### src/hw/rtl/bmut_pkg.sv
`default_nettype none

package bmut_pkg;

    // Class numbers travel between controller and datapath on a fixed width
    // that covers the largest supported class count.
    localparam int CLS_W = 4;

    typedef logic [CLS_W-1:0] t_cls;

    typedef struct packed {
        logic       ld;        // write the accepted load item into the store
        logic       q_start;   // latch the accepted query and clear the label
        logic       issue;     // issue one store read for class n, corner j
        t_cls       n;
        logic [1:0] j;
        logic       out_load;  // move the finished label into the output register
    } t_cmd;

    typedef struct packed {
        logic skip;            // query outside the frame, or no classes in use
        t_cls last_n;          // last class in use
        logic busy;            // interpolation pipeline still holds reads
        logic out_block;       // output register holds an item not taken this cycle
    } t_sts;

endpackage

`default_nettype wire

### src/hw/rtl/bmut_ctrl.sv
`default_nettype none

module bmut_ctrl (
    input  wire logic          i_clk,
    input  wire logic          i_rst_n,
    input  wire logic          i_in_valid,
    input  wire logic          i_operation,
    output logic               o_in_ready,
    input  wire bmut_pkg::t_sts i_sts,
    output bmut_pkg::t_cmd     o_cmd
);

    localparam logic [2:0] ST_IDLE  = 3'd0;
    localparam logic [2:0] ST_MAP1  = 3'd1;
    localparam logic [2:0] ST_MAP2  = 3'd2;
    localparam logic [2:0] ST_RUN   = 3'd3;
    localparam logic [2:0] ST_DRAIN = 3'd4;

    logic [2:0]          r_state, n_state;
    bmut_pkg::t_cls      r_n, n_n;
    logic [1:0]          r_j, n_j;
    logic                accept;

    assign o_in_ready = (r_state == ST_IDLE);
    assign accept     = i_in_valid && o_in_ready;

    always_comb begin
        n_state        = r_state;
        n_n            = r_n;
        n_j            = r_j;
        o_cmd          = '0;
        o_cmd.ld       = accept && !i_operation;
        o_cmd.n        = r_n;
        o_cmd.j        = r_j;
        unique case (r_state)
            ST_IDLE: begin
                if (accept && i_operation) begin
                    o_cmd.q_start = 1'b1;
                    n_state       = ST_MAP1;
                end
            end
            ST_MAP1: begin
                n_state = ST_MAP2;
            end
            ST_MAP2: begin
                n_n     = '0;
                n_j     = '0;
                n_state = i_sts.skip ? ST_DRAIN : ST_RUN;
            end
            ST_RUN: begin
                o_cmd.issue = 1'b1;
                n_j         = r_j + 2'd1;
                if (r_j == 2'd3) begin
                    n_n = r_n + 1'b1;
                    if (r_n == i_sts.last_n) begin
                        n_state = ST_DRAIN;
                    end
                end
            end
            ST_DRAIN: begin
                if (!i_sts.busy && !i_sts.out_block) begin
                    o_cmd.out_load = 1'b1;
                    n_state        = ST_IDLE;
                end
            end
            default: begin
                n_state = ST_IDLE;
            end
        endcase
    end

    always_ff @(posedge i_clk) begin
        if (!i_rst_n) begin
            r_state <= ST_IDLE;
            r_n     <= '0;
            r_j     <= '0;
        end else begin
            r_state <= n_state;
            r_n     <= n_n;
            r_j     <= n_j;
        end
    end

endmodule

`default_nettype wire

### config.mk
export PLATFORM = sky130hd
export DESIGN_NAME = bmut_ctrl
export DESIGN_NICKNAME = d
export VERILOG_FILES = /design/src/hw/rtl/bmut_pkg.sv /design/src/hw/rtl/bmut_ctrl.sv
export SDC_FILE = /design/constraint.sdc
export NUM_CORES = 1
export LEC_CHECK = 0
export ABC_CLOCK_PERIOD_IN_PS = 2900
export BUFFER_PORTS_ARGS = -buffer_cell sky130_fd_sc_hd__buf_4
export CORE_ASPECT_RATIO = 1.2
export CORE_MARGIN = 5
export CORE_UTILIZATION = 30
export DETAILED_ROUTE_END_ITERATION = 7
export PLACE_DENSITY = 0.53
export SYNTH_ARGS = -nofsm -noshare
export SYNTH_HDL_FRONTEND = slang
export SYNTH_SLANG_ARGS = --single-unit
### constraint.sdc
create_clock -name i_clk -period 2.9 [get_ports i_clk]
set_clock_uncertainty 0.15 [all_clocks]
set_input_delay 0.29 -clock i_clk [delete_from_list [all_inputs] [get_ports i_clk]]
set_output_delay 0.29 -clock i_clk [all_outputs]
set_load 0.01 [all_outputs]
# == Word level (Yosys, flattened, before mapping) ==
# Index checks and enable logic that the tools add are counted.
# Widths: inputs -> output; s select.
# op_classes
n_addsub,2
n_mul,0
n_div,0
magnitude_cmp,0
n_eq_ne,10
shifts,0
mux,14
bitwise_logic,0
reduce_logical,11
# op_table
cell,count
$mux 3,5
$pmux 3 s5,1
$pmux 4 s2,1
$eq 3x2->1 const B,2
$ne 2x2->1 const B,3
$mux 1,5
$add 4x1->4 const B,1
$eq 4x4->1,1
$logic_and 1x1->1,4
$mux 4,1
$pmux 2 s2,1
$reduce_and 4->1,1
$eq 3x1->1 const B,1
$eq 3x3->1 const B,1
$logic_not 1->1,3
$logic_not 3->1,1
$add 2x1->2 const B,1
$eq 2x2->1 const B,1
$ne 2x1->1 const B,1
$reduce_and 2->1,1
$reduce_bool 2->1,1
# word_totals
reg_bits,9
latch_bits,0
ram_bits,0
romBits,0
input_bits,11
word_cells,40
n_memories,0

# == Longest topological paths before layout ==
# Gate-level depths: netlist (run 1).
# depth
word_depth,5
mapped_depth,5
mapped_depth_nobuf,5

# == Worst setup path before layout (run 1) ==
# No wires, ideal clock.
# synth_path
path_type,flip-flop to output port
start,register r_state[2]
end,output port o_cmd[8] in the netlist's numbering
t_arrival_ns,1.015
required_time_ns,2.460
setup_slack_ns,1.445
path_stages_with_launch,3
n_path_buf,0
path_cell_list,dfxtp_1 nor3_1 and3_1
# synth_lines
element,line,rtl
from (decl),bmut_ctrl.sv:19,"logic [2:0] r_state, n_state;"
from (signal assigned),bmut_ctrl.sv:78,r_state <= n_state;
to (decl),bmut_ctrl.sv:10,output bmut_pkg::t_cmd o_cmd

==> results by group, run 1 <==
Floorplanning
  • Site row count: 17
  • Die H: 57.2 um
  • Starting utilization of the core area: 30.8%
  • Die area: 2820 um2
  • CORE AREA: 1810 um2
  • Die Span X: 49.3 um
  • Number of I/O pins: 22

STA
  • Max transition margin: 73.2%
  • Endpoints failing setup: 0
  • Setup TNS Final: 0 ns
  • Period utilisation layout: 62.1%
  • FMAX: 0.556 GHz
  • Slew @ Worst Pin: 0.402 ns
  • Fin. Hold Viols: 0
  • Worst setup margin: 1.10 ns
  • Tmin final: 1.80 ns
  • RSZ-0062 raised after global routing: no
  • Max-slew violation count: 0

Finish
  • Synth-to-Final Area Change: 34.8%
  • Most frequent cells in the layout: buf_4 (21), dfxtp_1 (9), nand2_1 (6), nand3_1 (6)
  • Antenna Cells: 0
  • Share of layout cells above drive strength 1: 31.5%
  • Most common library cell in the layout ignoring fill and taps: buf_4
  • Final nets: 106

CTS
  • Post-CTS resize count: 0
  • Max clock buf depth: 2
  • Clock slew at reported path FFs: 0.06 ns
  • H-tree Lvls: 1
  • Clk sinks: 9
  • Number of setup buffers added after CTS: 0
  • Worst-Skew Late Latency: 0.25 ns
  • Root Driver: clkbuf_4
  • Hold buffer count at CTS: 0
  • CTS tree: built
  • Total CTS buffers: 3

GRT
  • GRT Util Overall: 10.2%
  • Total grt overflow: 0
  • Largest net degree at the start of global routing: 15
  • First-pass GRT wire length: 2.31 mm
  • Initial antenna violation count: 0
  • Vias in the first global route: 543

Routing
  • Vias/cell: 5.00
  • Wire length on met2: 526 um
  • M1 wire length: 596 um
  • Residual DRC count: 0
  • Pre-Repair DR Iteration Count: 4
  • Final wirelength: 1.28 mm
  • Uppermost layer routed: met4
  • Detailed-route via count: 555
  • First-iteration detailed-routing DRC count: 5
  • Final ANT Viol Nets: 0
  • Wire per inst: 11.5 um
  • Met3 wire length: 141 um

Setup path
  • Largest stage delay, worst path: 0.43 ns
  • Delay-heaviest family, CP: simple AND/OR/NAND/NOR gates
  • Crit path launch type: flip-flop
  • Worst Path Max Fanout: 14
  • CP Data Arrival Time: 1.36 ns
  • Worst Path Required: 2.46 ns
  • Worst-path cell chain: nor3_1 > and3_1 > buf_4
  • WS Path Type: reg -> out
  • CP Buf/Inv Count: 1
  • CP endpoint kind: output pin
  • Slowest cell on the critical path: dfxtp_1

Power and ir drop
  • Worst vdd ir: 0.163 mV
  • Pwr Density: 352 nW/um2
  • Pwr Total: 0.264 mW
  • Static leakage: 0.308 nW

Placed design
  • Pre-CTS setup slack: 1.37 ns
  • GPL Wtd Cong: 0.787
  • Placed wire-length estimate: 1.02 mm
  • IO Port Bufs: 21

Synth
  • Mapped Area: 557 um2
  • Post-synthesis mux area share: 2.02%
  • Combinational family with the most area after synthesis: simple AND/OR/NAND/NOR gates
  • XOR/XNOR share of the synthesized area: 6.29%
  • Syn_nets: 83
  • Synth Area in Compound Gates: 18.0%
  • Simple-gate share of the synthesized area: 33.7%
  • Ys Warns: 0
  • Post-Synth Adder-Cell Area: 4.49%
  • Synth Instances: 70
  • Syn Area/Cell: 7.95 um2
  • Post-synthesis register bit count: 9
  • Cell variety after synth: 28
  • Seq/Total Area, Yosys: 32.4%

Outcome
  • Outcome: completed

Flow run
  • Max-cap viol count: 0

Worst hold path
  • Worst min-delay path category: in -> reg
## power by group
group / total [mW] / switching (mW) / internal (mW)
logic: 0.0414 / 0.0187 / 0.0228
clock network: 0.0930 / 0.0402 / 0.0528
registers: 0.130 / 0.00425 / 0.126
total: 0.264 / 0.0631 / 0.201
## final timing paths
path,from,endpoint,slack (ns),depth (start not counted)
setup / recovery,r_state[0],o_cmd[8],1.10,3
hold / removal,i_sts[6],r_state[1],0.17,3
setup reg to reg,r_j[0],r_state[1],1.41,4
hold reg to reg,r_j[1],r_j[1],0.34,2
## cells in the mapped netlist (all sizes together)
library cell  instances  area, um2
o21ai                 7       35.0
and3                  1       6.26
a31o                  1       8.76
nor3b                 1       12.5
nor2b                 3       21.3
and2                  3       21.3
clkbuf                1       3.75
nand2b                3       18.8
a21oi                 2       10.0
or3                   1       6.26
a21boi                4       30.0
o2bb2ai               1       8.76
nor3                  5       25.0
nor2                  3       11.3
nand2                 6       22.5
nand4                 2       12.5
o31ai                 1       7.51
nand3                 6       30.0
ha                    2       25.0
buf                   2       10.0
inv                   1       3.75
xnor2                 4       35.0
dfxtp                 9        180
mux2                  1       11.3
## area by class of cell
class,count,area [um2]
clock buffer,4,26.3
fill,190,1060
inverter,1,3.75
multi-input combinational,57,359
sequential,9,180
tap,19,23.8
timing repair buffer,21,158
## kinds of logic (layout without fill, tap and decap cells)
group,after synthesis,in the layout
adder cells (fa/ha/maj),2,2
AO/OA/AOI/OAI,16,16
XOR/XNOR,4,4
flip-flops,9,9
buffers and inverters,4,26
AND/OR/NAND/NOR,34,34
multiplexers,1,1
## tightest hold or removal path, delay by kind of cell
kind            cells  cell delay (ns)
buf+inv             1             0.09
simple gates        1             0.09
compound gates      1             0.06
## through the flow
stage | util (%) | instances | hold slack, ns | cell area, um2
6_report | 41.5 | 111 | 0.169 | 751
5_1_grt | 41.5 | 111 | 0.184 | 751
4_1_cts | 41.5 | 111 | 0.159 | 751
3_5_place_dp | 40.1 | 107 | 0.336 | 724
3_3_place_gp | 40.1 | 107 | 0.334 | 724
2_1_floorplan | - | 70 | 0.270 | 557
## sequential cells by signal (all words and copies together) (netlist names)
name	cells
r_n	4
r_state	3
r_j	2
## per-layer routing
layer	up-vias	global-route usage (%)
met2	23	14.7
met1	237	12.6
met5	-	0
met3	2	5.22
met4	0	4.62
li1	293	-
(Power assumes the default switching activity.)
==> run 2, diff against run 1 <==
ABC_CLOCK_PERIOD_IN_PS = 1500   (was 2900)
PLACE_DENSITY = 0.55   (was 0.53)
clock period = 1.5 ns   (was 2.9 ns; I/O delays follow)
==> results by group, run 2 (synthesis gave the netlist of run 1 again) <==
Outcome
  • Outcome: completed

Routing
  • Vias/cell: 5.05
  • M1 wire length: 677 um
  • Wire length on met2: 711 um
  • Residual DRC count: 0
  • Pre-Repair DR Iteration Count: 4
  • First-iteration detailed-routing DRC count: 5
  • Final wirelength: 1.51 mm
  • Detailed-route via count: 606
  • Met3 wire length: 78 um
  • Uppermost layer routed: met4
  • Final ANT Viol Nets: 0
  • Wire per inst: 12.6 um

Finish
  • Most frequent cells in the layout: buf_4 (29), nand3_1 (6), dfxtp_1 (6), nand2_1 (5), o21ai_1 (5)
  • Largest register FFs: 4
  • Fill count: 183
  • Share of layout cells above drive strength 1: 45.5%
  • Top Registers: r_n (4), r_state (3), r_j (2)
  • Antenna Cells: 0
  • Top reg by flops: r_n
  • Most common library cell in the layout ignoring fill and taps: buf_4
  • Synth-to-Final Area Change: 55.7%
  • Area of the multi-input gates: 395 um2
  • Reg area: 189 um2
  • Final nets: 115

GRT
  • First-pass GRT wire length: 2.45 mm
  • GRT Util Overall: 10.8%
  • Largest net degree at the start of global routing: 13
  • Total grt overflow: 0
  • Vias in the first global route: 578
  • Initial antenna violation count: 0

STA
  • RSZ-0062 raised after global routing: yes
  • Max-slew violation count: 0
  • Tmin final: 1.48 ns
  • Setup TNS Final: 0 ns
  • Slew @ Worst Pin: 0.296 ns
  • Fin. Hold Viols: 0
  • FMAX: 0.678 GHz
  • Endpoints failing setup: 0
  • Period utilisation layout: 98.4%
  • Max transition margin: 80.3%
  • Worst setup margin: 0.0242 ns

Setup path
  • Worst Path Max Fanout: 3
  • CP endpoint kind: output pin
  • Worst Path Required: 1.20 ns
  • CP Data Arrival Time: 1.18 ns
  • Crit path launch type: flip-flop
  • WS Path Type: reg -> out

Power and ir drop
  • Pwr Density: 651 nW/um2
  • Static leakage: 0.366 nW
  • Worst vdd ir: 0.444 mV

CTS
  • Max clock buf depth: 2
  • CTS tree: built
  • Clk sinks: 9
  • Clock slew at reported path FFs: 0.07 ns
  • Worst-Skew Late Latency: 0.27 ns
  • H-tree Lvls: 1
  • Total CTS buffers: 3
  • Root Driver: clkbuf_4

Flow run
  • Max-cap viol count: 0

Floorplanning
  • Die area: 2820 um2
  • Starting utilization of the core area: 30.8%
  • Die Span X: 49.3 um
  • Die H: 57.2 um
  • Site row count: 17
  • CORE AREA: 1810 um2
  • Number of I/O pins: 22

Placed design
  • GPL Wtd Cong: 0.717
  • IO Port Bufs: 21
  • Placed wire-length estimate: 1.02 mm
  • Pre-CTS setup slack: 0.113 ns

Worst hold path
  • Worst min-delay path category: in -> reg
==> run 2: metrics by stage <==
| stage | util [%] | area, um2 | hold WS [ns] | cells | total power [mW] |
|---|---|---|---|---|---|
| 3_5_place_dp | 40.9 | 739 | 0.290 | 109 | 0.340 |
| 2_1_floorplan | - | 557 | 0.130 | 70 | 0.297 |
| 3_3_place_gp | 40.9 | 739 | 0.279 | 109 | 0.340 |
| 4_1_cts | 44.6 | 807 | 0.00947 | 116 | 0.551 |
| 6_report | 48.0 | 867 | 0.00716 | 120 | 0.565 |
| 5_1_grt | 48.0 | 867 | 0.0344 | 120 | 0.595 |
==> run 2: path summary, 6_finish.rpt <==
path | depth (start not counted) | end | from | slack (ns)
worst max-delay path | 4 | o_cmd[7] | r_state[0] | 0.02
worst min register to register | 2 | r_j[1] | r_j[1] | 0.34
worst max register to register | 4 | r_state[1] | r_j[0] | 0.08
worst min-delay path | 3 | r_state[1] | i_sts[6] | 0.007
==> run 2: critical path: stages, from the launching register on <==
cell and delay [ns]:
dfxtp_4 0.36, buf_4 0.13, buf_4 0.13, and2_4 0.14, buf_4 0.14
==> run 2: report_power, final <==
part,switching (mW),total [mW],internal (mW)
Sequential,0.00724,0.248,0.241
Clock,0.0992,0.202,0.103
Combinational,0.0482,0.114,0.0656
==> run 2: cell type report <==
cell class / instances / share of cell area (%)
multi-input cells: 57 / 45.6
repair buffers: 30 / 26.4
flip-flops and latches: 9 / 21.8
clock buffers: 4 / 3.03
well taps: 19 / 2.74
inverters: 1 / 0.433
==> run 2: repair_timing <==
item,CTS,global route
hold endpoints to repair,0,0
pin swaps,4,2
setup buffers,3,4
setup endpoints to repair,4,4
hold buffers,0,0
resized for setup,6,8
==> run 2: per-layer routing <==
metal / up-vias / GRT usage (%)
met2: 25 / 17.1
li1: 310 / -
met5: - / 0
met1: 267 / 13.0
met4: 0 / 8.08
met3: 4 / 1.57
==> run 3, diff against run 2 <==
SETUP_SLACK_MARGIN = 0.4   (was unset)
TNS_END_PERCENT = 10   (was unset)
==> results by group, run 3 (synthesis gave the netlist of run 1 again) <==
CTS
  • Worst-Skew Late Latency: 0.25 ns
  • Root Driver: clkbuf_4
  • Clock slew at reported path FFs: 0.06 ns
  • Clk sinks: 9
  • H-tree Lvls: 1
  • Max clock buf depth: 2
  • Total CTS buffers: 3
  • CTS tree: built
  • Hold buffer count at CTS: 0

GRT
  • First-pass GRT wire length: 2.62 mm
  • M1 GR Usage: 14.3%
  • Initial antenna violation count: 0
  • Met2 Track Usage GR: 17.9%
  • Most Crowded Layer GR: met2
  • Met3 GRT Util: 3.92%
  • Total grt overflow: 0
  • Vias in the first global route: 622
  • Largest net degree at the start of global routing: 15
  • GRT Util Overall: 11.6%

STA
  • Period utilisation layout: 96.1%
  • Final hold slack: 0.0509 ns
  • Slew @ Worst Pin: 0.196 ns
  • Tmin final: 1.44 ns
  • Max transition margin: 86.9%
  • RSZ-0062 raised after global routing: yes
  • Endpoints failing setup: 0
  • Fin. Hold Viols: 0
  • Max-slew violation count: 0
  • FMAX: 0.694 GHz

Finish
  • Share of layout cells above drive strength 1: 65.3%
  • Area of the multi-input gates: 500 um2
  • Fill count: 179
  • Synth-to-Final Area Change: 81.1%
  • Top reg by flops: r_n
  • Final nets: 112
  • Antenna Cells: 0
  • Top Registers: r_n (4), r_state (3), r_j (2)
  • Largest register FFs: 4
  • Reg area: 209 um2
  • Most frequent cells in the layout: buf_4 (18), buf_6 (8), dfxtp_4 (7), nand2_1 (6)
  • Most common library cell in the layout ignoring fill and taps: buf_4

Routing
  • Residual DRC count: 0
  • Final ANT Viol Nets: 0
  • Wire per inst: 14.8 um
  • Detailed-route via count: 629
  • First-iteration detailed-routing DRC count: 6
  • Final wirelength: 1.73 mm
  • Vias/cell: 5.38
  • Pre-Repair DR Iteration Count: 4

Flow run
  • Max-cap viol count: 0

Placed design
  • IO Port Bufs: 21
  • GPL Wtd Cong: 0.799
  • Placed wire-length estimate: 1.04 mm

Floorplanning
  • Site row count: 17
  • Starting utilization of the core area: 30.8%
  • Die area: 2820 um2
  • CORE AREA: 1810 um2
  • Number of I/O pins: 22
  • Die Span X: 49.3 um
  • Die H: 57.2 um

Setup path
  • Worst Path Max Fanout: 4
  • CP Buf/Inv Count: 1
  • R2R depth: 5
  • WS Path Type: reg -> out
  • R2r setup slk: 0.14 ns
  • CP Data Arrival Time: 1.14 ns
  • Slowest cell on the critical path: dfxtp_4
  • Reg2reg end: r_j[0]
  • Delay-heaviest family, CP: simple AND/OR/NAND/NOR gates
  • CP endpoint kind: output pin
  • Largest stage delay, worst path: 0.37 ns
  • RR Startpoint: r_state[2]
  • Worst-path cell chain: nor3_4 > and3_4 > buf_6
  • Crit path launch type: flip-flop
  • Worst Path Required: 1.20 ns

Power and ir drop
  • Pwr Density: 553 nW/um2
  • Static leakage: 0.386 nW
  • Internal power: 0.409 mW
  • Switching part of the total power: 26.7%
  • Pwr Total: 0.558 mW
  • Clock share of power: 33.5%
  • Logic gate share of total power: 22.7%
  • Worst vdd ir: 0.489 mV
  • Sw power: 0.149 mW
  • Seq pwr share: 43.9%

Worst hold path
  • Worst-case hold path end point: r_state[0]
  • Worst min-delay path category: in -> reg
  • Hold Crit Start: i_rst_n
  • Worst Hold Depth: 2

Outcome
  • Outcome: completed
-- run 3: routing by layer --
| metal | vias up | wire [um] |
|---|---|---|
| met5 | - | 0 |
| met4 | 0 | 12 |
| met3 | 2 | 108 |
| met2 | 21 | 923 |
| met1 | 297 | 683 |
| li1 | 309 | - |
-- run 3: worst reg2reg max path: stages, from the launching register on --
cell and delay, ns:
dfxtp_4 0.39, buf_12 0.11, nor2b_4 0.04, and2_4 0.16, mux2_4 0.26, and2_4 0.15
-- run 3: worst max-delay path by stage --
| stage | startpoint | end | slack, ns | cells past startpoint |
|---|---|---|---|---|
| floorplan | r_state[2] | r_j[0] | 0.23 | 4 |
| global placement | r_state[2] | r_j[0] | 0.15 | 3 |
| detailed placement | r_state[2] | r_j[0] | 0.12 | 3 |
| CTS | r_state[2] | o_cmd[8] | 0.05 | 3 |
| global route | r_state[2] | o_cmd[9] | -0.01 | 4 |
| finish | r_state[2] | o_cmd[8] | 0.06 | 3 |
-- run 3: what timing repair did --
item | in CTS | in global routing
resized for setup | 6 | 38
cloned | 0 | 0
setup endpoints to repair | 20 | 20
pin swaps | 3 | 18
endpoints found under the hold margin | 0 | 0
setup buffers | 6 | 0
-- run 3: per-stage QoR --
step / cell area (um2) / TNS, ns / util [%] / setup WS, ns / cells
floorplan: 583 / 0 / - / 0.234 / 70
global placement: 751 / 0 / 41.5 / 0.148 / 107
detailed placement: 751 / 0 / 41.5 / 0.125 / 107
CTS: 856 / 0 / 47.3 / 0.0462 / 117
global route: 1010 / -0.0221 / 55.8 / -0.0133 / 117
finish: 1010 / 0 / 55.8 / 0.0586 / 117
-- run 3: cell type report --
type / count / area share, %
multi-input combinational: 57 / 49.6
tap: 19 / 2.36
inverter: 1 / 0.372
sequential: 9 / 20.7
clock buffer: 4 / 2.61
timing repair buffer: 27 / 24.3
-- run 3: power by group through the flow --
| stage | Clock, mW | Combinational (mW) | Sequential, mW |
|---|---|---|---|
| 2_1_floorplan | 0 | 0.0472 | 0.253 |
| 3_3_place_gp | 0 | 0.0822 | 0.258 |
| 3_5_place_dp | 0 | 0.0835 | 0.258 |
| 4_1_cts | 0.195 | 0.101 | 0.252 |
| 5_1_grt | 0.205 | 0.136 | 0.246 |
| 6_report | 0.187 | 0.127 | 0.245 |
